`config.mk`:
```
export PLATFORM = sky130hd
export DESIGN_NAME = month_calendar_grid
export DESIGN_NICKNAME = d
export VERILOG_FILES = /design/src/design/mcg_pkg.sv /design/src/design/month_calendar_grid.sv
export SDC_FILE = /design/constraint.sdc
export NUM_CORES = 1
export LEC_CHECK = 0
export BUFFER_PORTS_ARGS = -buffer_cell sky130_fd_sc_hd__buf_2
export CAP_MARGIN = 20
export CORE_UTILIZATION = 60
export CTS_BUF_LIST = sky130_fd_sc_hd__clkbuf_8 sky130_fd_sc_hd__clkbuf_16
export DETAILED_ROUTE_END_ITERATION = 10
export PLACE_DENSITY_LB_ADDON = 0.05
export SETUP_SLACK_MARGIN = 0.5
export SKIP_CTS_REPAIR_TIMING = 1
export SLEW_MARGIN = 10
export SYNTH_ARGS = -nofsm -noshare
export SYNTH_HDL_FRONTEND = slang
export SYNTH_SLANG_ARGS = --single-unit
```
`constraint.sdc`:
```
create_clock -name clk -period 13.1 [get_ports clk]
set_input_delay 2.62 -clock clk [delete_from_list [all_inputs] [get_ports clk]]
set_output_delay 2.62 -clock clk [all_outputs]
set_load 0.05 [all_outputs]
```
`src/design/mcg_pkg.sv`:
```
package mcg_pkg;

  localparam int GRID_CELLS = 42;
  localparam int GRID_COLS  = 7;
  localparam int CELL_W     = 6;
  localparam int YEAR_W     = 16;
  localparam int OYEAR_W    = 17;
  localparam int CYCLE_OFFSET = 400;
  localparam int DIV100_MUL = 83887;
  localparam int DIV100_SH  = 23;
  localparam int DIV7_MUL   = 37449;
  localparam int DIV7_SH    = 18;

  localparam logic [3:0] MONTH_JAN = 4'd1;
  localparam logic [3:0] MONTH_FEB = 4'd2;
  localparam logic [3:0] MONTH_MAR = 4'd3;
  localparam logic [3:0] MONTH_DEC = 4'd12;

  localparam logic [CELL_W-1:0] LAST_CELL_IDX = CELL_W'(GRID_CELLS - 1);
  localparam logic [2:0] LAST_COL = 3'(GRID_COLS - 1);

  // 3(m+1) minus the march correction (4m+23)/10
  function automatic logic [5:0] month_offset(input logic [3:0] m);
    logic [5:0] r;
    unique case (m)
      4'd1:    r = 6'd6;
      4'd2:    r = 6'd9;
      4'd3:    r = 6'd9;
      4'd4:    r = 6'd12;
      4'd5:    r = 6'd14;
      4'd6:    r = 6'd17;
      4'd7:    r = 6'd19;
      4'd8:    r = 6'd22;
      4'd9:    r = 6'd25;
      4'd10:   r = 6'd27;
      4'd11:   r = 6'd30;
      4'd12:   r = 6'd32;
      default: r = 6'd0;
    endcase
    return r;
  endfunction

  function automatic logic [4:0] month_days(input logic [3:0] m, input logic leap);
    logic [4:0] r;
    unique case (m)
      4'd4, 4'd6, 4'd9, 4'd11: r = 5'd30;
      4'd2:                    r = leap ? 5'd29 : 5'd28;
      default:                 r = 5'd31;
    endcase
    return r;
  endfunction

  function automatic logic [4:0] cell_day(input logic [CELL_W-1:0] k, input logic [2:0] fw,
                                          input logic [4:0] len, input logic bad);
    logic [CELL_W-1:0] d;
    logic [4:0] r;
    d = k - CELL_W'(fw) + CELL_W'(1);
    r = 5'd0;
    if (!bad && (k >= CELL_W'(fw)) && (d <= CELL_W'(len))) begin
      r = d[4:0];
    end
    return r;
  endfunction

endpackage

```
`src/design/month_calendar_grid.sv`:
```
// month calendar grid generator
// input channel: in_valid / in_stall with month (4 bits) and year (16 bits);
//   a beat is taken when in_valid is high and in_stall is low
// output channel: out_valid / out_stall with one grid cell per beat:
//   day_number, grid_row, grid_column, first_weekday, month_length,
//   bad_month and last_cell
// every input beat yields 42 output beats in row-major order, Sunday first;
//   last_cell marks the 42nd
// the first cell reaches the output registers once the month has passed stages
//   a to e; throughput: one cell per cycle while out_stall is low; the output
//   cell counter sets this rate, while the five-stage weekday/leap pipeline
//   ahead of it holds up to five more months and keeps taking input beats
// a month outside 1..12 still gives 42 cells, all empty, with bad_month set
// when out_stall is high the current cell holds and the pipeline fills up,
//   after which in_stall rises
// rst is synchronous and active high; it empties the pipeline and drops
//   out_valid
module month_calendar_grid
  import mcg_pkg::*;
(
  input  logic        clk,
  input  logic        rst,
  input  logic        in_valid,
  output logic        in_stall,
  input  logic [3:0]  month,
  input  logic [15:0] year,
  output logic        out_valid,
  input  logic        out_stall,
  output logic [4:0]  day_number,
  output logic [2:0]  grid_row,
  output logic [2:0]  grid_column,
  output logic [2:0]  first_weekday,
  output logic [4:0]  month_length,
  output logic        bad_month,
  output logic        last_cell
);

  // stage a: input
  logic               va;
  logic [3:0]         a_month;
  logic [YEAR_W-1:0]  a_year;
  // stage b: offset years
  logic               vb;
  logic [3:0]         b_month;
  logic [OYEAR_W-1:0] b_yr;
  logic [OYEAR_W-1:0] b_y;
  // stage c: centuries
  logic               vc;
  logic [3:0]         c_month;
  logic [OYEAR_W-1:0] c_yr;
  logic [OYEAR_W-1:0] c_y;
  logic [9:0]         c_qy;
  logic [9:0]         c_qyr;
  // stage d: weekday sum and length
  logic               vd;
  logic [OYEAR_W-1:0] d_w;
  logic [4:0]         d_len;
  logic               d_bad;
  // stage e: weekday
  logic               ve;
  logic [2:0]         e_fw;
  logic [4:0]         e_len;
  logic               e_bad;

  logic [CELL_W-1:0]  cnt;

  logic load_out, step_out;
  logic rdy_e, rdy_d, rdy_c, rdy_b, rdy_a;

  assign load_out = ve && (!out_valid || (!out_stall && last_cell));
  assign step_out = out_valid && !out_stall && !last_cell;
  assign rdy_e    = !ve || load_out;
  assign rdy_d    = !vd || rdy_e;
  assign rdy_c    = !vc || rdy_d;
  assign rdy_b    = !vb || rdy_c;
  assign rdy_a    = !va || rdy_b;
  assign in_stall = !rdy_a;

  logic [OYEAR_W-1:0] yr_comb;
  assign yr_comb = OYEAR_W'(a_year) + OYEAR_W'(CYCLE_OFFSET);

  logic [33:0] prod_y, prod_yr;
  assign prod_y  = 34'(b_y) * 34'(DIV100_MUL);
  assign prod_yr = 34'(b_yr) * 34'(DIV100_MUL);

  logic [OYEAR_W-1:0] rem_yr;
  logic [6:0]         rem7;
  logic               leap;
  logic               bad_comb;
  logic [11:0]        cent_term;
  logic [OYEAR_W-1:0] w_comb;
  assign rem_yr    = c_yr - OYEAR_W'(c_qyr) * OYEAR_W'(100);
  assign rem7      = rem_yr[6:0];
  assign leap      = ((c_yr[1:0] == 2'd0) && (rem7 != 7'd0)) ||
                     ((rem7 == 7'd0) && (c_qyr[1:0] == 2'd0));
  assign bad_comb  = (c_month < MONTH_JAN) || (c_month > MONTH_DEC);
  assign cent_term = (12'(c_qy) + 12'd1) * 12'd3;
  assign w_comb    = c_yr + OYEAR_W'(1) + OYEAR_W'(month_offset(c_month))
                   + OYEAR_W'(c_y >> 2) - OYEAR_W'(cent_term >> 2);

  logic [32:0]        prod_w;
  logic [OYEAR_W-1:0] r_full;
  logic [3:0]         r_mod;
  logic [2:0]         fw_comb;
  assign prod_w  = 33'(d_w) * 33'(DIV7_MUL);
  assign r_full  = d_w - OYEAR_W'(prod_w[32:DIV7_SH]) * OYEAR_W'(GRID_COLS);
  assign r_mod   = r_full[3:0];
  assign fw_comb = (r_mod >= 4'(GRID_COLS)) ? 3'(r_mod - 4'(GRID_COLS)) : r_mod[2:0];

  logic [CELL_W-1:0] cnt_next;
  assign cnt_next = cnt + CELL_W'(1);

  always_ff @(posedge clk) begin
    if (rst) begin
      va <= 1'b0;
      vb <= 1'b0;
      vc <= 1'b0;
      vd <= 1'b0;
      ve <= 1'b0;
      out_valid <= 1'b0;
    end else begin
      if (rdy_a) va <= in_valid;
      if (rdy_b) vb <= va;
      if (rdy_c) vc <= vb;
      if (rdy_d) vd <= vc;
      if (rdy_e) ve <= vd;
      if (load_out) begin
        out_valid <= 1'b1;
      end else if (out_valid && !out_stall && last_cell) begin
        out_valid <= 1'b0;
      end
    end
  end

  always_ff @(posedge clk) begin
    if (rdy_a) begin
      a_month <= month;
      a_year  <= year;
    end
    if (rdy_b) begin
      b_month <= a_month;
      b_yr    <= yr_comb;
      b_y     <= (a_month < MONTH_MAR) ? yr_comb - OYEAR_W'(1) : yr_comb;
    end
    if (rdy_c) begin
      c_month <= b_month;
      c_yr    <= b_yr;
      c_y     <= b_y;
      c_qy    <= prod_y[DIV100_SH+9:DIV100_SH];
      c_qyr   <= prod_yr[DIV100_SH+9:DIV100_SH];
    end
    if (rdy_d) begin
      d_w   <= w_comb;
      d_bad <= bad_comb;
      d_len <= bad_comb ? 5'd0 : month_days(c_month, leap);
    end
    if (rdy_e) begin
      e_fw  <= d_bad ? 3'd0 : fw_comb;
      e_len <= d_len;
      e_bad <= d_bad;
    end
    if (load_out) begin
      cnt           <= '0;
      grid_row      <= 3'd0;
      grid_column   <= 3'd0;
      last_cell     <= 1'b0;
      first_weekday <= e_fw;
      month_length  <= e_len;
      bad_month     <= e_bad;
      day_number    <= cell_day('0, e_fw, e_len, e_bad);
    end else if (step_out) begin
      cnt       <= cnt_next;
      last_cell <= (cnt_next == LAST_CELL_IDX);
      if (grid_column == LAST_COL) begin
        grid_column <= 3'd0;
        grid_row    <= grid_row + 3'd1;
      end else begin
        grid_column <= grid_column + 3'd1;
      end
      day_number <= cell_day(cnt_next, first_weekday, month_length, bad_month);
    end
  end

endmodule

```
* Word level (Yosys, flattened, before mapping)
Memory sizes are Yosys's and may differ from the RTL's. A register that Yosys moved wholly into a read port is not among the register bits.
Cells that the tools add are included.
** Storage, ports and cells
- Output and inout bits :: 23
- Register bits after elaboration :: 181
- ROM bits :: 96
- Input port bits :: 24
- Memories kept :: 1
- Word-level logic and storage cells :: 119
** Cells by class
- $lt $le $gt $ge :: 8
- Mux-type cells :: 12
- Add/sub/neg operators :: 17
- Multipliers :: 6
- Reduce and logical (&&, ||, !) cells :: 38
- Eq/ne operators :: 7
** Memories
- (no name shown) :: depth 16, width 6, rd ports 1, clocked after memory_dff 1, wr ports 0, line mcg_pkg.sv:25 : unique case (m)
** Operator list (count)
- $mul A17 B17 Y33 const B :: 2
- $mul A17 B16 Y33 const B :: 1
- $mux W5 :: 4
- $add A16 B9 Y17 const B :: 1
- $add A17 B1 Y17 const B :: 1
- $add A17 B15 Y17 :: 1
- $add A17 B6 Y17 :: 1
- $mux W17 :: 1
- $sub A17 B1 Y17 const B :: 1
- $sub A17 B10 Y17 :: 1
- $mul A15 B3 Y4 const B :: 1
- $add A6 B1 Y6 const B :: 2
- $le A6 B5 Y1 :: 2
- $mul A11 B2 Y12 const B :: 1
- $add A10 B1 Y11 const B :: 1
- $logic_and A1 B1 Y1 :: 11
- $logic_not A1 Y1 :: 11
- $mul A10 B5 Y5 const B :: 1
- $eq A4 B3 Y1 const B :: 2
- $eq A4 B4 Y1 const B :: 2
- $logic_or A1 B1 Y1 :: 8
- $logic_not A7 Y1 :: 1
- $reduce_bool A7 Y1 :: 1
- $sub A7 B7 Y7 :: 1
- 23 further kinds :: 29

* Longest topological paths before layout
Gate-level depths: netlist of run 1.
- Depth after elaboration :: 10
- Gate-level depth with buffers :: 27
- Gate-level depth less buffers :: 27

* Worst setup path before layout of run 1
OpenSTA, ideal clock, no wires.
- Kind :: input to output
- Start :: input out_stall
- End :: output in_stall
- Arrival time :: 5.154 ns
- Data required time :: 10.480 ns
- Slack :: 5.326 ns
- Cell stages on the path :: 6
- Path buffers :: 0
- Cell sequence :: inv_1 a21boi_1 nand3_1 nor2_1 nand3_1 inv_1
** Between the ends
- Cells in the longest elaborated chain, start to end :: 10
** Ends and longest elaborated chain
- from (decl) :: line month_calendar_grid.sv:28 : input logic out_stall,
- $logic_not A1 Y1 :: line month_calendar_grid.sv:70 : assign load_out = ve && (!out_valid || (!out_stall && last_cell));
- $logic_and A1 B1 Y1 :: line month_calendar_grid.sv:70
- $logic_or A1 B1 Y1 :: line month_calendar_grid.sv:70
- $logic_and A1 B1 Y1 :: line month_calendar_grid.sv:70
- $logic_or A1 B1 Y1 :: line month_calendar_grid.sv:72 : assign rdy_e = !ve || load_out;
- $logic_or A1 B1 Y1 :: line month_calendar_grid.sv:73 : assign rdy_d = !vd || rdy_e;
- named net rdy_d :: line month_calendar_grid.sv:68 : logic rdy_e, rdy_d, rdy_c, rdy_b, rdy_a;
- $logic_or A1 B1 Y1 :: line month_calendar_grid.sv:74 : assign rdy_c = !vc || rdy_d;
- $logic_or A1 B1 Y1 :: line month_calendar_grid.sv:75 : assign rdy_b = !vb || rdy_c;
- $logic_or A1 B1 Y1 :: line month_calendar_grid.sv:76 : assign rdy_a = !va || rdy_b;
- $logic_not A1 Y1 :: line month_calendar_grid.sv:77 : assign in_stall = !rdy_a;
- to (decl) :: line month_calendar_grid.sv:24 : output logic in_stall,
The timed path passes the listed nets, and every way through them passes these cells.

* Final worst setup path of run 1
- Start :: register d_w[0]
- End :: register e_fw[0] (data pin)
** Between the ends
- Cells in the longest elaborated chain, start to end :: 5
- Elaborated cells on any way between the ends :: 6
- Classes of those cells :: add/sub (2); mul (2); order compare (1); mux (1)
** Ends and longest elaborated chain
- from (decl) :: line month_calendar_grid.sv:56 : logic [OYEAR_W-1:0] d_w;
- from (signal assigned) :: line month_calendar_grid.sv:153 : d_w <= w_comb;
- $mul A17 B16 Y33 :: line month_calendar_grid.sv:105 : assign prod_w = 33'(d_w) * 33'(DIV7_MUL);
- $mul A15 B3 Y4 :: line month_calendar_grid.sv:106 : assign r_full = d_w - OYEAR_W'(prod_w[32:DIV7_SH]) * OYEAR_W'(GRID_COLS);
- $sub A4 B4 Y4 (*) :: line month_calendar_grid.sv:106
- $ge A4 B3 Y1 / $sub A3 B3 Y3 (equally long branches) :: line month_calendar_grid.sv:108 : assign fw_comb = (r_mod >= 4'(GRID_COLS)) ? 3'(r_mod - 4'(GRID_COLS)) : r_mod[2:0];
- $mux W3 (*) :: line month_calendar_grid.sv:108
- to (signal assigned) :: line month_calendar_grid.sv:158 : e_fw <= d_bad ? 3'd0 : fw_comb;
- to (decl) :: line month_calendar_grid.sv:61 : logic [2:0] e_fw;
Mark *: on every way between the ends. The rest lies on a longest branch, timed or not.
A chain may end at the register's enable or synchronous reset.

==> impl_results.md, run 1 <==
* Status: completed
* Yosys warns at 0
* Hold_ws at between 400 and 500 ps
* I/O pins at 47
* Yosys top cell area share at 0.2753
* Achievable Freq at 135.7 MHz
* Initial antenna violation count at 0
* Slew @ Worst Pin at a little over 800 ps
* Most used cell, CP: ha_1
* H-tree depth at 4
* Post-route setup TNS at 0 ps
* Synth top area cells: fa_1, ha_1, edfxtp_1
* Setup crit end kind: register
* FF-to-FF Start: d_w[0]
* CTS clk-pin slew, worst paths at roughly 70 ps
* Vias in the first global route at between 10,000 and 15,000
* HPWL Detailed at between 30,000 and 40,000 microns
* Worst rel slew slack at 0.4385
* Placer Congestion at 0.9028
* Mapped cell area at approximately 21,000 sq um
* Unrepaired setup endpoints after global routing: false
* Crit start category: register
* WP data arrival at between 7000 and 8000 ps
* Diode count at 0
* Mapped Nets at roughly 2,600
* DRT antenna net count at 0
* Tightest Hold Check Type: register to register
* CTS buffer count at 17
* WP buf/inv at 3
* Core Area at between 30,000 and 40,000 sq um
* Period utilisation layout at 0.5625
* Clk_lat worst skew at between 400 and 500 ps
* 1st-pass router iterations at 5
* HP Start: d_len[0]
* Fin crit period at 7369 ps
* Crit path launch: d_w[0]
* GR Util All Layers at 0.2384
* Via/cell ratio at between 5 and 6
* Clk_skew at around 11 ps
* Final WL at between 30,000 and 40,000 microns
* DRC violations left at 0
* Worst-path fanout max at 5
* Starting density of the core at 0.6111
* CTS Root Cell: clkbuf_16
* Avg Cell Area, Syn at 11.48 sq um
* Post-synth EDFFs at 149
* 1st-iter DRT viols at 440
* Crit path depth at 25
* Synth unique cells at just over 60
* Area Growth Syn to Fin at 6.533%
* CP required at between 10,000 and 15,000 ps
* Die width at between 150 and 200 microns
* Final WS setup at approximately 5700 ps
* Setup Slack @ Placement at 5130 ps
* Max-slew violations at 0
* Max incr delay on CP at roughly 560 ps
* Seq/Total Area, Yosys at 0.2351
* Die Y at 189.8 microns
* Row count at 68
* R2R depth at 25
* Final Hold Viols at 0
* Max_cap viols at 0
* Die area at between 30,000 and 40,000 sq um
* Synth Flop Type: edfxtp_1
* Hold path cells at 0
* Slowest cell on crit path: fa_1
* Final-report setup violation count at 0
* Post-synth top area cell: fa_1
* Clock Tree Buf Depth at 2
* Ys async rst share at 0
* First-pass GRT wire length at 66,760 microns
* Syn Inst Count at 1,843
* Vias at approximately 13,000
* # clock sinks at between 150 and 200
* Crit path kind: register to register
* Largest net degree at the start of global routing at 56
* CTS tree: done
* I/O Buffers at between 40 and 50
* DR WL/cell at between 15 and 20 microns
* #FFs+latches synth at around 170
* Net total in the final layout at approximately 2,700
* Layout cells sized above 1 at 0.04685
* Grt ovf at 0
* CP top delay family: adder cells
placed cells by master (no fill, tap or decap), types with 15 or more instances in the layout:
| master | instances |
|---|---|
| ha_1 | 430 |
| inv_1 | 405 |
| fa_1 | 291 |
| edfxtp_1 | 149 |
| xnor2_1 | 82 |
| nor2_1 | 63 |
| nand2_1 | 50 |
| a21oi_1 | 48 |
| buf_2 | 46 |
| o21ai_0 | 35 |
| xor2_1 | 32 |
| nand3_1 | 32 |
| dfxtp_1 | 25 |
| a21o_1 | 21 |
| clkbuf_16 | 17 |
| nand2b_1 | 15 |
flip-flops by register name, summed over array words and instances (netlist names), 4 cells and up, named ones only:
signal,cells
a_month,4
a_year,16
b_month,4
b_y,17
b_yr,17
c_month,4
c_qy,10
c_qyr,5
c_y,15
c_yr,17
cnt,6
d_w,17
day_number,5
metrics by stage:
step	area (sq um)	util	std cells
6_report	22550	0.6511	2376
5_1_grt	22550	0.6511	2376
4_1_cts	22510	0.6501	2374
3_5_place_dp	21960	0.6341	2342
3_3_place_gp	21960	0.6341	2342
2_1_floorplan	21160	-	1843
cell type report:
cell class                      instances  area (sq um)
Inverter                              406          1524
Fill cell                            2741         12080
Timing Repair Buffer                   51         287.8
Multi-Input combinational cell       1258         14640
Clock inverter                         14         112.6
Sequential cell                       174          4975
Clock buffer                           18         439.2
Tap cell                              455         569.3
per-layer routing:
| layer | vias up | routed length [microns] | track usage |
|---|---|---|---|
| li1 | 6221 | - | - |
| met1 | 6293 | 18570 | 0.3323 |
| met2 | 153 | 18430 | 0.4021 |
| met3 | 29 | 994 | 0.02878 |
| met4 | 0 | 579 | 0.04932 |
| met5 | - | 0 | 0 |
cells in the mapped netlist (3+ instances only):
library cell,n
nand2_1,50
dfxtp_1,25
a21o_1,21
o21bai_1,4
nor2_1,63
o31ai_1,4
and3_1,6
xnor2_1,82
or3_1,8
clkbuf_1,3
a211oi_1,10
nand3_1,32
o211ai_1,3
a41o_1,3
and2_1,11
ha_1,430
o2111a_1,3
nor3_1,13
o21a_1,6
o31a_1,6
nand2b_1,15
nor2b_1,13
mux2i_1,5
edfxtp_1,149
nor3b_1,3
a21oi_1,48
xor2_1,32
nand4_1,9
a31oi_1,7
nand3b_1,5
fa_1,291
inv_1,404
o21ai_0,35
kinds of logic after synthesis:
kind of cell | synth area share
xor+xnor | 0.04718
simple gates | 0.05705
fa+ha+maj | 0.5295
mux | 0.003074
compound gates | 0.05487
buf+inv | 0.07325
flops | 0.2351
worst paths after layout:
kind,end,slack (ps)
worst max-delay path,e_fw[0],5730
worst max register to register,e_fw[0],5730
worst min-delay path,e_len[0],410
worst min register to register,e_len[0],410
Power of run 1 is left out: the tool's default activity adds up to more than one toggle a clock period on the data nets, which glitch-free logic cannot reach.
==> inputs of run 2 (changes only) <==
--- a/config.mk
+++ b/config.mk
@@ -7,7 +7,7 @@
 export LEC_CHECK = 0
 export BUFFER_PORTS_ARGS = -buffer_cell sky130_fd_sc_hd__buf_2
 export CAP_MARGIN = 20
-export CORE_UTILIZATION = 60
+export CORE_UTILIZATION = 59
 export CTS_BUF_LIST = sky130_fd_sc_hd__clkbuf_8 sky130_fd_sc_hd__clkbuf_16
 export DETAILED_ROUTE_END_ITERATION = 10
 export PLACE_DENSITY_LB_ADDON = 0.05
==> constraint.sdc (replaced) <==
create_clock -name clk -period 5.9 [get_ports clk]
set_input_delay 1.18 -clock clk [delete_from_list [all_inputs] [get_ports clk]]
set_output_delay 1.18 -clock clk [all_outputs]
set_load 0.05 [all_outputs]
==> impl_results.md, run 2 (synthesis results as in run 1) <==
* I/O pins at 47
* Status: finished, violations left
* Clock Tree Buf Depth at 2
* CTS clk-pin slew, worst paths at roughly 70 ps
* Achievable Freq at 150.8 MHz
* Crit path launch: d_w[10]
* Row count at 68
* Clk_lat worst skew at roughly 440 ps
* Vias in the first global route at around 14,000
* CTS buffer count at 17
* Area Growth Syn to Fin at 17.35%
* Tightest Hold Check Type: register to register
* Final Hold Viols at 0
* Largest net degree at the start of global routing at 51
* Max_cap viols at 0
* Vias at approximately 13,000
* Clk_skew at around 10 ps
* Diode count at 0
* Core Area at 34,880 sq um
* Die area at ~37,000 sq um
* HPWL Detailed at approximately 36,000 microns
* Grt ovf at 0
* DRC violations left at 0
* Slew @ Worst Pin at about 1100 ps
* Via/cell ratio at roughly 5.3
* DRT antenna net count at 0
* CTS tree: done
* CP required at 6080 ps
* Fin crit period at approximately 6600 ps
* FF-to-FF Start: d_w[10]
* Final-report setup violation count at 8
* GR Util All Layers at 0.2521
* Starting density of the core at 0.6067
* Dpl cells at about 2,500
* Net total in the final layout at 2,832
* First-pass GRT wire length at ~71,000 microns
* Most frequent cells in the layout: inv_1, ha_1, fa_1
* Setup crit end kind: register
* I/O Buffers at between 40 and 50
* Final WL at approximately 43,000 microns
* Unrepaired setup endpoints after global routing: true
* Fill count at 2,579
* 1st-iter DRT viols at around 490
* Finished Layout Cells at 2,555
* Register area at between 4000 and 5000 sq um
* Period utilisation layout at 1.124
* WP data arrival at between 6000 and 7000 ps
* Placer Congestion at 0.9466
* Worst-path fanout max at 4
* # clock sinks at approximately 170
* Layout cells sized above 1 at 0.1876
* Crit path kind: register to register
* Initial antenna violation count at 0
* Max-slew violations at 0
* 1st-pass router iterations at 5
* Crit start category: register
* Final WS setup at -731.5 ps
* H-tree depth at 4
* CTS Root Cell: clkbuf_16
* Die Y at between 150 and 200 microns
* Area of the multi-input gates at between 15,000 and 20,000 sq um
* Worst rel slew slack at 0.2818
* Die width at between 150 and 200 microns
* Leading cell type in the layout, fill and taps excluded: inv_1
* HP Start: d_len[3]
* Failing checks: negative setup slack
* DR WL/cell at 16.84 microns
==> run 2: cell count changes in the layout (fill, tap and decap cells not counted), moves of 6 or more <==
cell and change:
inv_2 +17, buf_6 +10, fa_1 -7, o21ai_0 -7
a21oi_1 -11, inv_1 -17, ha_1 -43, buf_4 +170
fa_2 +7, nor2_1 -6, o21ai_2 +6, a21oi_2 +8
ha_4 +38
==> run 2: metrics by stage <==
step	worst slack [ps]	util	setup TNS [ps]	hold WS (ps)	area [sq um]
2_1_floorplan	-646.4	-	-1397	400.3	21270
3_3_place_gp	-801.8	0.6642	-2897	401.9	23170
3_5_place_dp	-932.7	0.6642	-3269	407.9	23170
4_1_cts	-962.1	0.6806	-3557	424.9	23740
5_1_grt	-969.5	0.7119	-4962	434.3	24840
6_report	-731.5	0.7119	-3102	425.8	24840
==> run 2: worst paths after layout <==
| path | depth (start not counted) | slack, ps | end |
|---|---|---|---|
| worst max register to register | 26 | -730 | e_fw[0] |
| worst max-delay path | 26 | -730 | e_fw[0] |
| worst min register to register | 0 | 430 | e_len[3] |
| worst min-delay path | 0 | 430 | e_len[3] |
==> run 2: final cells by class <==
| cell class | instances | share of cell area |
|---|---|---|
| clock inverter | 14 | 0.004937 |
| clock buffer | 18 | 0.01814 |
| sequential | 174 | 0.2003 |
| timing repair buffer | 230 | 0.06690 |
| tap | 455 | 0.02292 |
| multi-input combinational | 1258 | 0.6254 |
| inverter | 406 | 0.06136 |
==> run 2: worst max-delay path, stage by stage (launching register included) <==
cell	delay (ps)
edfxtp_1	440
ha_4	270
ha_4	260
inv_2	30
fa_1	490
inv_2	40
fa_1	480
inv_2	40
fa_1	490
inv_2	50
ha_4	200
and3_4	170
a221o_1	420
a21oi_2	230
a21oi_4	80
nor3_2	130
xnor2_1	180
fa_1	480
ha_2	330
inv_1	30
ha_1	200
or4_1	540
o311ai_2	90
a211oi_2	80
xnor2_1	150
a21oi_2	150
mux2_4	310
==> run 2: metal layers <==
layer | up-vias | global-route usage | part of all wire
li1 | 6584 | - | -
met1 | 6678 | 0.3337 | 0.44
met2 | 182 | 0.4395 | 0.51
met3 | 35 | 0.03690 | 0.035
met5 | - | 0 | 0
met4 | 0 | 0.05250 | 0.014
Power of run 2 is left out for the same reason.
